File: src/rtl/core/rrts_pkg.sv
// Shared types and codes for the round-robin task scheduler.
// Used by the sequencer, the slot cells and the top level; depends on nothing.
package rrts_pkg;

  localparam logic [1:0] REQ_TICK  = 2'd0;
  localparam logic [1:0] REQ_SLEEP = 2'd1;
  localparam logic [1:0] REQ_EXIT  = 2'd2;
  localparam logic [1:0] REQ_FORK  = 2'd3;

  localparam logic [15:0] TIME_SLICE_RESET = 16'd10;
  localparam int          REG_TIME_SLICE   = 0;

  typedef enum logic [1:0] {
    SLOT_DEAD     = 2'd0,
    SLOT_RUNNABLE = 2'd1,
    SLOT_RUNNING  = 2'd2,
    SLOT_BLOCKED  = 2'd3
  } slot_st_t;

  typedef struct packed {
    slot_st_t    st;
    logic [31:0] sleep;
    logic [15:0] slice;
  } slot_rec_t;

  typedef enum logic [1:0] {
    S_IDLE  = 2'd0,
    S_PASS1 = 2'd1,
    S_PASS2 = 2'd2,
    S_DONE  = 2'd3
  } sched_state_t;

endpackage

File: src/rtl/core/rrts_cell.sv
// One slot cell of the scheduler ring: holds a slot record and takes its
// neighbor's record on every shift. Depends on rrts_pkg.
module rrts_cell #(
  parameter bit IDLE_SLOT = 1'b0
) (
  input  logic               clk,
  input  logic               rst,
  input  logic               shift,
  input  rrts_pkg::slot_rec_t d,
  output rrts_pkg::slot_rec_t q
);
  import rrts_pkg::*;

  always_ff @(posedge clk) begin
    if (rst) begin
      q.st    <= IDLE_SLOT ? SLOT_RUNNING : SLOT_DEAD;
      q.sleep <= '0;
      q.slice <= '0;
    end else if (shift) begin
      q <= d;
    end
  end

endmodule

File: src/rtl/core/rrts_seq.sv
// Scheduler sequencer: request handshake, head-of-ring slot update, scan
// bookkeeping and the result register. Depends on rrts_pkg.
module rrts_seq #(
  parameter int NUM_SLOTS = 16
) (
  input  logic                clk,
  input  logic                rst,
  input  logic                s_tvalid,
  output logic                s_tready,
  input  logic [1:0]          s_tuser,
  input  logic [31:0]         s_tdata,
  output logic                m_tvalid,
  input  logic                m_tready,
  output logic [15:0]         m_tdata,
  input  logic [15:0]         time_slice,
  input  rrts_pkg::slot_rec_t head,
  output rrts_pkg::slot_rec_t tail,
  output logic                shift
);
  import rrts_pkg::*;

  localparam int IW = $clog2(NUM_SLOTS);

  sched_state_t st, st_next;
  logic [IW-1:0] cnt, cur, hi, lo, fork_idx, nxt, new_cur;
  logic          hi_found, lo_found, fork_done, sw, sw_cur;
  logic [1:0]    req;
  logic [31:0]   ticks;
  logic          cnt_last, cur_hit, cand, take_fork, out_free, load_out;
  logic [IW+3:0] run_wide, fork_wide;
  slot_rec_t     p;

  assign cnt_last = (cnt == IW'(NUM_SLOTS - 1));
  assign cur_hit  = (cnt == cur);
  assign out_free = !m_tvalid || m_tready;
  assign nxt      = hi_found ? hi : lo;

  always_comb begin
    if (req == REQ_FORK) begin
      new_cur = cur;
    end else if (req == REQ_TICK) begin
      new_cur = (sw && (hi_found || lo_found)) ? nxt : cur;
    end else begin
      new_cur = (hi_found || lo_found) ? nxt : '0;
    end
  end

  always_comb begin
    st_next = st;
    unique case (st)
      S_IDLE:  if (s_tvalid) st_next = S_PASS1;
      S_PASS1: if (cnt_last) st_next = S_PASS2;
      S_PASS2: if (cnt_last) st_next = S_DONE;
      S_DONE:  if (out_free) st_next = S_IDLE;
      default: st_next = S_IDLE;
    endcase
  end

  always_comb begin
    s_tready = 1'b0;
    shift    = 1'b0;
    load_out = 1'b0;
    unique case (st)
      S_IDLE:  s_tready = 1'b1;
      S_PASS1: shift = 1'b1;
      S_PASS2: shift = 1'b1;
      S_DONE:  load_out = out_free;
      default: s_tready = 1'b0;
    endcase
  end

  always_comb begin
    p         = head;
    cand      = 1'b0;
    take_fork = 1'b0;
    sw_cur    = sw;
    if (st == S_PASS1) begin
      unique case (req)
        REQ_TICK: begin
          if (p.st == SLOT_BLOCKED) begin
            if (p.sleep != 32'd0) p.sleep = p.sleep - 32'd1;
            if (p.sleep == 32'd0) p.st = SLOT_RUNNABLE;
          end
          if (cur_hit) begin
            if (p.st == SLOT_RUNNING && p.slice < time_slice) begin
              p.slice = p.slice + 16'd1;
              sw_cur  = 1'b0;
            end else begin
              p.slice = '0;
              p.st    = SLOT_RUNNABLE;
              sw_cur  = 1'b1;
            end
          end
        end
        REQ_SLEEP: begin
          if (cur_hit) begin
            p.sleep = ticks;
            p.st    = SLOT_BLOCKED;
          end
        end
        REQ_EXIT: begin
          if (cur_hit) p.st = SLOT_DEAD;
        end
        REQ_FORK: begin
          if (!fork_done && p.st == SLOT_DEAD) begin
            take_fork = 1'b1;
            p.st      = SLOT_RUNNABLE;
            p.sleep   = '0;
            p.slice   = '0;
          end
        end
        default: p = head;
      endcase
      cand = (p.st == SLOT_RUNNABLE) && (cnt != '0) && !cur_hit;
    end else if (st == S_PASS2) begin
      if (sw && cnt == new_cur) p.st = SLOT_RUNNING;
    end
  end

  assign tail = p;

  assign run_wide  = {4'b0, new_cur};
  assign fork_wide = {4'b0, fork_idx};

  always_ff @(posedge clk) begin
    if (rst) begin
      st        <= S_IDLE;
      cnt       <= '0;
      cur       <= '0;
      sw        <= 1'b0;
      hi_found  <= 1'b0;
      lo_found  <= 1'b0;
      fork_done <= 1'b0;
      m_tvalid  <= 1'b0;
    end else begin
      st <= st_next;
      if (s_tvalid && s_tready) begin
        req       <= s_tuser;
        ticks     <= s_tdata;
        sw        <= (s_tuser == REQ_SLEEP) || (s_tuser == REQ_EXIT);
        hi_found  <= 1'b0;
        lo_found  <= 1'b0;
        fork_done <= 1'b0;
        fork_idx  <= '0;
        cnt       <= '0;
      end
      if (shift) cnt <= cnt_last ? '0 : cnt + 1'b1;
      if (st == S_PASS1) begin
        if (cur_hit && req == REQ_TICK) sw <= sw_cur;
        if (cand && cnt > cur && !hi_found) begin
          hi       <= cnt;
          hi_found <= 1'b1;
        end
        if (cand && cnt < cur && !lo_found) begin
          lo       <= cnt;
          lo_found <= 1'b1;
        end
        if (take_fork) begin
          fork_done <= 1'b1;
          fork_idx  <= cnt;
        end
      end
      if (m_tvalid && m_tready) m_tvalid <= 1'b0;
      if (load_out) begin
        cur      <= new_cur;
        m_tvalid <= 1'b1;
        m_tdata  <= {6'b0, (req == REQ_FORK) && !fork_done, fork_wide[3:0], sw,
                     run_wide[3:0]};
      end
    end
  end

endmodule

File: src/rtl/core/round_robin_task_scheduler.sv
// Round-robin task scheduler top level: a ring of NUM_SLOTS slot cells that
// rotates past one head update unit, plus the time slice register.
// An accepted request passes through two full ring rotations (update and scan,
// then marking the chosen slot) and a load of the result once the output is free.
// One item is in work at a time: no new request is accepted until the result is
// loaded. Synchronous reset leaves slot 0 running, all others dead, counters
// zero and time_slice at 10; the block is ready at once.
module round_robin_task_scheduler #(
  parameter int NUM_SLOTS = 16
) (
  input  logic        clk,
  input  logic        rst,
  input  logic        s_tvalid,
  output logic        s_tready,
  input  logic [1:0]  s_tuser,   // [1:0] req_type
  input  logic [31:0] s_tdata,   // [31:0] sleep_ticks
  output logic        m_tvalid,
  input  logic        m_tready,
  output logic [15:0] m_tdata,   // [3:0] running_slot, [4] switched,
                                 // [8:5] fork_slot, [9] fork_failed, rest zero
  input  logic        psel,
  input  logic        penable,
  input  logic        pwrite,
  input  logic [2:0]  paddr,
  input  logic [31:0] pwdata,
  output logic [31:0] prdata,
  output logic        pready
);
  import rrts_pkg::*;

  logic [15:0] time_slice;
  logic        shift;
  slot_rec_t   tail;
  slot_rec_t   ring_q [NUM_SLOTS];

  assign pready = 1'b1;

  always_ff @(posedge clk) begin
    if (rst) begin
      time_slice <= TIME_SLICE_RESET;
    end else if (psel && penable && pwrite && pready &&
                 paddr[2] == 1'(REG_TIME_SLICE)) begin
      time_slice <= pwdata[15:0];
    end
  end

  assign prdata = (paddr[2] == 1'(REG_TIME_SLICE)) ? {16'b0, time_slice} : 32'b0;

  rrts_seq #(
    .NUM_SLOTS(NUM_SLOTS)
  ) u_seq (
    .clk       (clk),
    .rst       (rst),
    .s_tvalid  (s_tvalid),
    .s_tready  (s_tready),
    .s_tuser   (s_tuser),
    .s_tdata   (s_tdata),
    .m_tvalid  (m_tvalid),
    .m_tready  (m_tready),
    .m_tdata   (m_tdata),
    .time_slice(time_slice),
    .head      (ring_q[0]),
    .tail      (tail),
    .shift     (shift)
  );

  for (genvar k = 0; k < NUM_SLOTS; k++) begin : g_cell
    if (k == NUM_SLOTS - 1) begin : g_last
      rrts_cell #(
        .IDLE_SLOT(k == 0)
      ) u_cell (
        .clk  (clk),
        .rst  (rst),
        .shift(shift),
        .d    (tail),
        .q    (ring_q[k])
      );
    end else begin : g_mid
      rrts_cell #(
        .IDLE_SLOT(k == 0)
      ) u_cell (
        .clk  (clk),
        .rst  (rst),
        .shift(shift),
        .d    (ring_q[k+1]),
        .q    (ring_q[k])
      );
    end
  end

endmodule

File: config.mk
export PLATFORM = sky130hd
export DESIGN_NAME = round_robin_task_scheduler
export DESIGN_NICKNAME = d
export VERILOG_FILES = /design/src/rtl/core/rrts_pkg.sv /design/src/rtl/core/rrts_cell.sv /design/src/rtl/core/rrts_seq.sv /design/src/rtl/core/round_robin_task_scheduler.sv
export SDC_FILE = /design/constraint.sdc
export NUM_CORES = 2
export LEC_CHECK = 0
export BUFFER_PORTS_ARGS = -buffer_cell sky130_fd_sc_hd__buf_2
export CAP_MARGIN = 20
export CORE_ASPECT_RATIO = 0.8
export CORE_MARGIN = 10
export CORE_UTILIZATION = 55
export DETAILED_ROUTE_END_ITERATION = 8
export PLACE_DENSITY = 0.78
export SETUP_SLACK_MARGIN = 0.1
export SYNTH_ARGS = -nofsm -noshare
export SYNTH_HDL_FRONTEND = slang
export SYNTH_SLANG_ARGS = --single-unit
File: constraint.sdc
create_clock -name clk -period 2.65 [get_ports clk]
set_input_delay 0 -clock clk [delete_from_list [all_inputs] [get_ports clk]]
set_output_delay 0 -clock clk [all_outputs]
set_load 0.02 [all_outputs]
-- Yosys cells after proc, flatten, opt, wreduce, memory -nomap -nowiden
Index checks and enable logic that the tools add are counted.
- flip-flop bits (word level): 887
- input bits: 76
- magnitude comparators: 3
- add/sub/neg operators: 3
- reduce and logical (&&, ||, !) cells: 40
- eq/ne operators: 20
- muxes and demuxes: 64
- bitwise operators: 2
- operator list (kind ; number):
    34-bit 2-to-1 mux ; 4
    32-bit 2-to-1 mux ; 4
    32-bit one-hot mux with 3 select lines ; 1
    50-bit 2-to-1 mux ; 1
    16-bit 2-to-1 mux ; 3
    48-bit 2-to-1 mux ; 1
    4-bit 2-to-1 mux ; 11
    32-bit zero test ; 1
    16-bit one-hot mux with 2 select lines ; 1
    32-bit nonzero test ; 1
    32-bit by 1-bit subtractor with 32-bit output (second input constant) ; 1
    1-bit 2-to-1 mux ; 24
    2-bit 2-to-1 mux ; 12
    1-bit logical AND ; 17
    16-bit by 1-bit adder with 16-bit output (second input constant) ; 1
    16-bit less-than comparator ; 1
    2-bit one-hot mux with 4 select lines ; 2
    2-bit equality test (second input constant) ; 7
    2-bit by 1-bit equality test with 1-bit output (second input constant) ; 4
    4-bit equality test ; 2
    2-bit zero test ; 3
    2-bit by 1-bit != test with 1-bit output (second input constant) ; 3
    3-bit by 2-bit != test with 1-bit output (second input constant) ; 2
    2-bit AND reduction ; 3
    13 further kinds ; 22

-- Depth between registers and ports, before layout
- depth in word-level cells: 24
- gate-level depth with buffers: 12

-- Cells and area by module
From an unflattened synthesis, not the netlist that was laid out.
- cells, all modules: 3467
- area total of the unflattened synthesis: 36017.0 um2
- by module, submodules not included (module ; area each (um2) ; seq. area each (um2) ; cells an instance ; times used):
    rrts_cell at g_cell[10].g_mid.u_cell ... ; 1799.2 ; 1001.0 ; 162 ; 15
    rrts_seq ; 6247.2 ; 1981.9 ; 769 ; 1
    rrts_cell at g_cell[0].g_mid.u_cell ; 1804.2 ; 1001.0 ; 162 ; 1
    round_robin_task_scheduler ; 977.2 ; 320.3 ; 106 ; 1

-- Worst setup path after synthesis
OpenSTA, ideal clock, no wires.
- kind: register to register
- start point: reg u_seq.st[0]
- end point: reg u_seq.req[0], enable pin
- required time: 2.225 ns
- path buffers: 1
- library setup time: 0.425 ns
- arrival: 2.509 ns
- setup slack: -0.284 ns
- clock period less this slack: 2.934 ns
- stages on the path, launching flop included: 6
- cells stage by stage: dfxtp_1 > inv_1 > ha_1 > nand2_1 > clkbuf_1 > nor2_1
- longest elaborated chain between the ends: 4
- ends and longest elaborated chain (what ; RTL line ; source):
    from (decl) ; rrts_seq.sv:24 ; sched_state_t st, st_next;
    from (signal assigned) ; rrts_seq.sv:136 ; st <= st_next;
    2-bit zero test ; rrts_seq.sv:63 ; unique case (st)
    1-bit 2-to-1 mux ; rrts_seq.sv:63 ;
    via s_tready ; round_robin_task_scheduler.sv:14 ; output logic s_tready,
    1-bit logical AND ; rrts_seq.sv:137 ; if (s_tvalid && s_tready) begin
    2-bit AND reduction (no source line) ; - ;
    to (signal assigned) ; rrts_seq.sv:138 ; req <= s_tuser;
    to (decl) ; rrts_seq.sv:27 ; logic [1:0] req;
The timed path passes the listed nets, and every way through them passes these cells.
A chain may end at the register's enable or synchronous reset.

-- Worst setup path in the final report
- start point: reg g_cell[0].g_mid.u_cell.q[40] (netlist name)
- end point: reg u_seq.hi[0], enable pin
- longest elaborated chain between the ends: 23
- ends and longest elaborated chain (what ; RTL line ; source):
    from (decl) ; rrts_cell.sv:10 ; output rrts_pkg::slot_rec_t q
    32-bit by 1-bit subtractor with 32-bit output or 32-bit nonzero test (tied branches) ; rrts_seq.sv:81 ; if (p.sleep != 32'd0) p.sleep = p.sleep - 32'd1;
    32-bit 2-to-1 mux (*) ; rrts_seq.sv:81 ;
    32-bit 2-to-1 mux (*) ; rrts_seq.sv:80 ; if (p.st == SLOT_BLOCKED) begin
    32-bit 2-to-1 mux (*) ; rrts_seq.sv:78 ; unique case (req)
    32-bit 2-to-1 mux (*) ; rrts_seq.sv:77 ; if (st == S_PASS1) begin
    32-bit zero test (*) ; rrts_seq.sv:82 ; if (p.sleep == 32'd0) p.st = SLOT_RUNNABLE;
    2-bit 2-to-1 mux (*) ; rrts_seq.sv:82 ;
    34-bit 2-to-1 mux (*) ; rrts_seq.sv:80 ;
    [5 not listed] ; - ;
    2-bit 2-to-1 mux (*) ; rrts_seq.sv:84 ; if (cur_hit) begin
    2-bit one-hot mux with 4 select lines (*) ; rrts_seq.sv:78 ;
    2-bit 2-to-1 mux (*) ; rrts_seq.sv:77 ;
    2-bit by 1-bit equality test with 1-bit output (*) ; rrts_seq.sv:114 ; cand = (p.st == SLOT_RUNNABLE) && (cnt != '0) && !cur_hit;
    1-bit logical AND (*) (2 in a row) ; rrts_seq.sv:114 ;
    1-bit 2-to-1 mux (*) ; rrts_seq.sv:77 ;
    1-bit logical AND (*) (2 in a row) ; rrts_seq.sv:150 ; if (cand && cnt > cur && !hi_found) begin
    3-bit AND reduction (no source line) (*) ; - ;
    to (signal assigned) ; rrts_seq.sv:151 ; hi <= cnt;
    to (decl) ; rrts_seq.sv:25 ; logic [IW-1:0] cnt, cur, hi, lo, fork_idx, nxt, new_cur;
Mark *: on every way between the ends. The rest lies on a longest branch, timed or not. The select of a mux whose other input is x is not followed.

==> reports/qor.yml <==
run_status:
  status: "completed"
global_route:
  grt_max_degree: 212
  grt_pass1_vias: 23200
  overflow: 0
  antenna_found_initial: 0
  grt_usage_pct: 20.9
  grt_pass1_wl_um: 127000
route:
  totalWireLength_um: 80900
  wire_per_inst_um: 17.7
  first_pass_iters: 6
  vias_per_cell: 5.46
  drt_iter0_markers: 2151
  post-route-drc-count: 0
  num_vias: 25000
  final_antenna_net_count: 0
pwr:
  ir_worst_vdd_mv: 0.686
  powerDensity_nw_per_um2: 935
  power.total_mw: 38.7
  p_leak_nw: 16.7
sta:
  setup-violations-final: 0
  grt_setup_unrepaired: "true"
  period_needed_ps: 2640
  period_share_pct: 99.5
  holdWs_ps: 102
  slew_headroom_pct: 35.6
  worstMarginPinSlew_ps: 967
  fmax_ghz: 0.379
  maxSlewViolCount: 0
  finClkSkew_ps: 29.4
  hold_viol: 0
setup_path:
  crit_end: "u_seq.hi[0]"
  critPathKind: "flop to flop"
  cp_num_buf_inv: 1
  worstSetupEndpointType: "flop"
  arrival_ps: 2960
  r2r-start: "g_cell[0].g_mid.u_cell.q[40]"
  cp.required_ps: 2970
  reg2reg_depth: 9
  worstPathMaxFanout: 4
  worstReg2RegEnd: "u_seq.hi[0]"
  cp.depth: 9
  slowest_stage: "nor4_4"
  cp-startpoint: "g_cell[0].g_mid.u_cell.q[40]"
  start_kind: "flop"
  cp_cell_sequence: "nor4_4 -> nand2_1 -> buf_4 -> nor3_4 -> nor3_2 -> a2111oi_2 -> nand4_1 -> and2_4 -> nor2_4"
  slowest_delay_ps: 410
  cp_top_family: "simple AND/OR/NAND/NOR gates"
  worst-r2r-setup-slack_ps: 10
layout:
  area_delta_synth_final_pct: 20.4
  stdcell_count: 4573
  fin_util_pct: 67.3
  nFillCells: 4573
  diodes: 0
  post_route_cells_drive_above_1_share_pct: 17.1
  final_net_count: 3790
synth:
  syn_inst: 3429
  synth.distinct_cells: 85
  seq_area_frac_synth_pct: 53.3
  ys_warn_count: 0
  avgSynthCellArea_um2: 10.0
  synthArstFlopShare_pct: 0
  ys_ff_latch: 887
  synth_edf_count: 56
  syn-cell-area_um2: 34400
  synth_ff_type: "dfxtp_1"
worst_hold_path:
  min_from: "s_tdata[23]"
  min-delay-path-class: "input port to flop"
clock_tree:
  numCtsBuffers: 82
  cts_buffer_depth: 3
  cts.sinks: 887
  h-tree-depth: 3
  clkLatencyLatePin_ps: 630
  cts.reportedPaths.clkPinSlew_ps: 70
  cts_root_buf: "clkbuf_16"
  cts_tree: "done"
place:
  io_buffers: 85
  dp.cells: 4331
  hpwl_um: 50500
  gpl.final_weighted_congestion: 0.969
floorplanning:
  die_x_um: 300
  io_pins: 127
  start_util_pct: 55.9
  die_h_um: 244
  rows: 81
  dieArea_um2: 73000
  core_um2: 61500
job:
  cap_violations: 0
-- power by group --
part | leakage [nW] | switching [mW] | internal, mW | total (mW)
Combinational | 8.16 | 6.92 | 5.74 | 12.7
Clock | 1.32 | 4.95 | 6.64 | 11.6
Sequential | 7.23 | 0.378 | 14.1 | 14.4
Total | 16.7 | 12.3 | 26.4 | 38.7
-- placed cells by master (no fill, tap or decap), types with 14 or more instances in the layout --
cell / count
nor2_1: 859
dfxtp_1: 816
mux2i_1: 757
buf_4: 220
nand2_1: 152
clkbuf_16: 85
buf_2: 84
dlygate4sd3_1: 66
edfxtp_1: 56
a21oi_1: 50
o21ai_0: 38
inv_1: 32
nor3_1: 31
buf_12: 28
conb_1: 23
clkbuf_8: 19
nand3_1: 18
clkbuf_1: 18
buf_6: 18
ha_1: 17
a311oi_1: 15
dfxtp_2: 14
-- final cells by class --
class | instances | area [µm²] | share of cell area [%]
Clock buffer | 123 | 2460 | 5.95
Clock inverter | 21 | 201 | 0.487
Inverter | 41 | 156 | 0.378
Multi-Input combinational cell | 2254 | 15700 | 37.9
Sequential cell | 887 | 18300 | 44.3
Tap cell | 830 | 1040 | 2.51
Timing Repair Buffer | 417 | 3510 | 8.48
-- worst min-delay path by stage --
stage | to | slack, ps | depth (start not counted)
6_report | u_seq.ticks[23] | 100 | 2
5_1_grt | u_seq.ticks[23] | 80 | 2
4_1_cts | u_seq.ticks[5] | 70 | 2
3_5_place_dp | u_seq.ticks[18] | 180 | 1
3_3_place_gp | u_seq.ticks[11] | 180 | 1
2_1_floorplan | u_seq.req[0] | 100 | 0
-- kinds of logic (layout without fill, tap and decap cells) --
family / Yosys count / after routing / synth area share (%)
flip-flops: 887 / 887 / 53.3
multiplexers: 764 / 764 / 22.3
adder cells (fa/ha/maj): 31 / 31 / 1.13
other: 2 / 23 / 0.0218
XOR/XNOR: 23 / 23 / 0.586
buffers and inverters: 309 / 602 / 3.74
AND/OR/NAND/NOR: 1184 / 1184 / 14.4
AO/OA/AOI/OAI: 229 / 229 / 4.53
-- stage by stage --
step	instance area [µm²]	setup slack (ps)	setup TNS [ps]
floorplan	34500	115	0
global placement	37000	-227	-4370
detailed placement	37000	-182	-2940
CTS	40700	71.3	0
global route	41400	-68.8	-620
finish	41400	13.2	0
-- flip-flops by register name, summed over array words and instances (netlist names) --
name,flops
u_seq.st,2
u_seq.hi_found,1
time_slice,16
u_seq.hi,4
u_seq.lo,4
g_cell.g_mid.u_cell.q,750
u_seq.fork_done,1
u_seq.cnt,4
u_seq.m_tvalid,1
u_seq.fork_idx,4
g_cell.g_last.u_cell.q,50
u_seq.m_tdata,10
u_seq.req,2
u_seq.cur,4
u_seq.sw,1
u_seq.lo_found,1
u_seq.ticks,32
-- routing by layer --
layer / global-route usage [%] / vias to the layer above / wire [µm]
li1: - / 12200 / -
met1: 30.7 / 11800 / 38000
met2: 30.2 / 859 / 34000
met3: 5.79 / 132 / 7370
met4: 4.53 / 0 / 1500
met5: 0 / - / 0
-- synthesized netlist by cell type (all sizes together) (7+ instances only) --
| master | count | area [µm²] |
|---|---|---|
| a211oi | 17 | 133 |
| a21oi | 55 | 279 |
| a221oi | 10 | 93.8 |
| a22oi | 9 | 67.6 |
| a311oi | 19 | 166 |
| a31oi | 12 | 75.1 |
| buf | 104 | 513 |
| clkbuf | 164 | 619 |
| dfxtp | 831 | 16600 |
| edfxtp | 56 | 1680 |
| ha | 31 | 388 |
| inv | 41 | 154 |
| mux2i | 758 | 7590 |
| nand2 | 155 | 582 |
| nand3 | 23 | 120 |
| nand4 | 12 | 75.1 |
| nor2 | 864 | 3250 |
| nor2b | 7 | 43.8 |
| nor3 | 44 | 246 |
| nor4 | 21 | 206 |
| o211ai | 9 | 67.6 |
| o21ai | 48 | 248 |
| or3 | 9 | 56.3 |
| xnor2 | 13 | 114 |
| xor2 | 10 | 87.6 |
-- worst reg2reg max path, cell delays in order, from the launching register on --
cell and delay (ps):
dfxtp_1 330, nor4_4 410, nand2_1 210, buf_4 190
nor3_4 220, nor3_2 80, a2111oi_2 370, nand4_1 160
and2_4 220, nor2_4 160
-- what timing repair did --
| action | in CTS | in global routing |
|---|---|---|
| hold buffers | 66 | 0 |
| setup buffers | 14 | 18 |
| endpoints found under the setup margin | 37 | 44 |
| pin swaps | 25 | 69 |
| hold endpoints to repair | 64 | 0 |
| resized for setup | 60 | 110 |
Note: power is estimated with default switching activity, not from simulation.
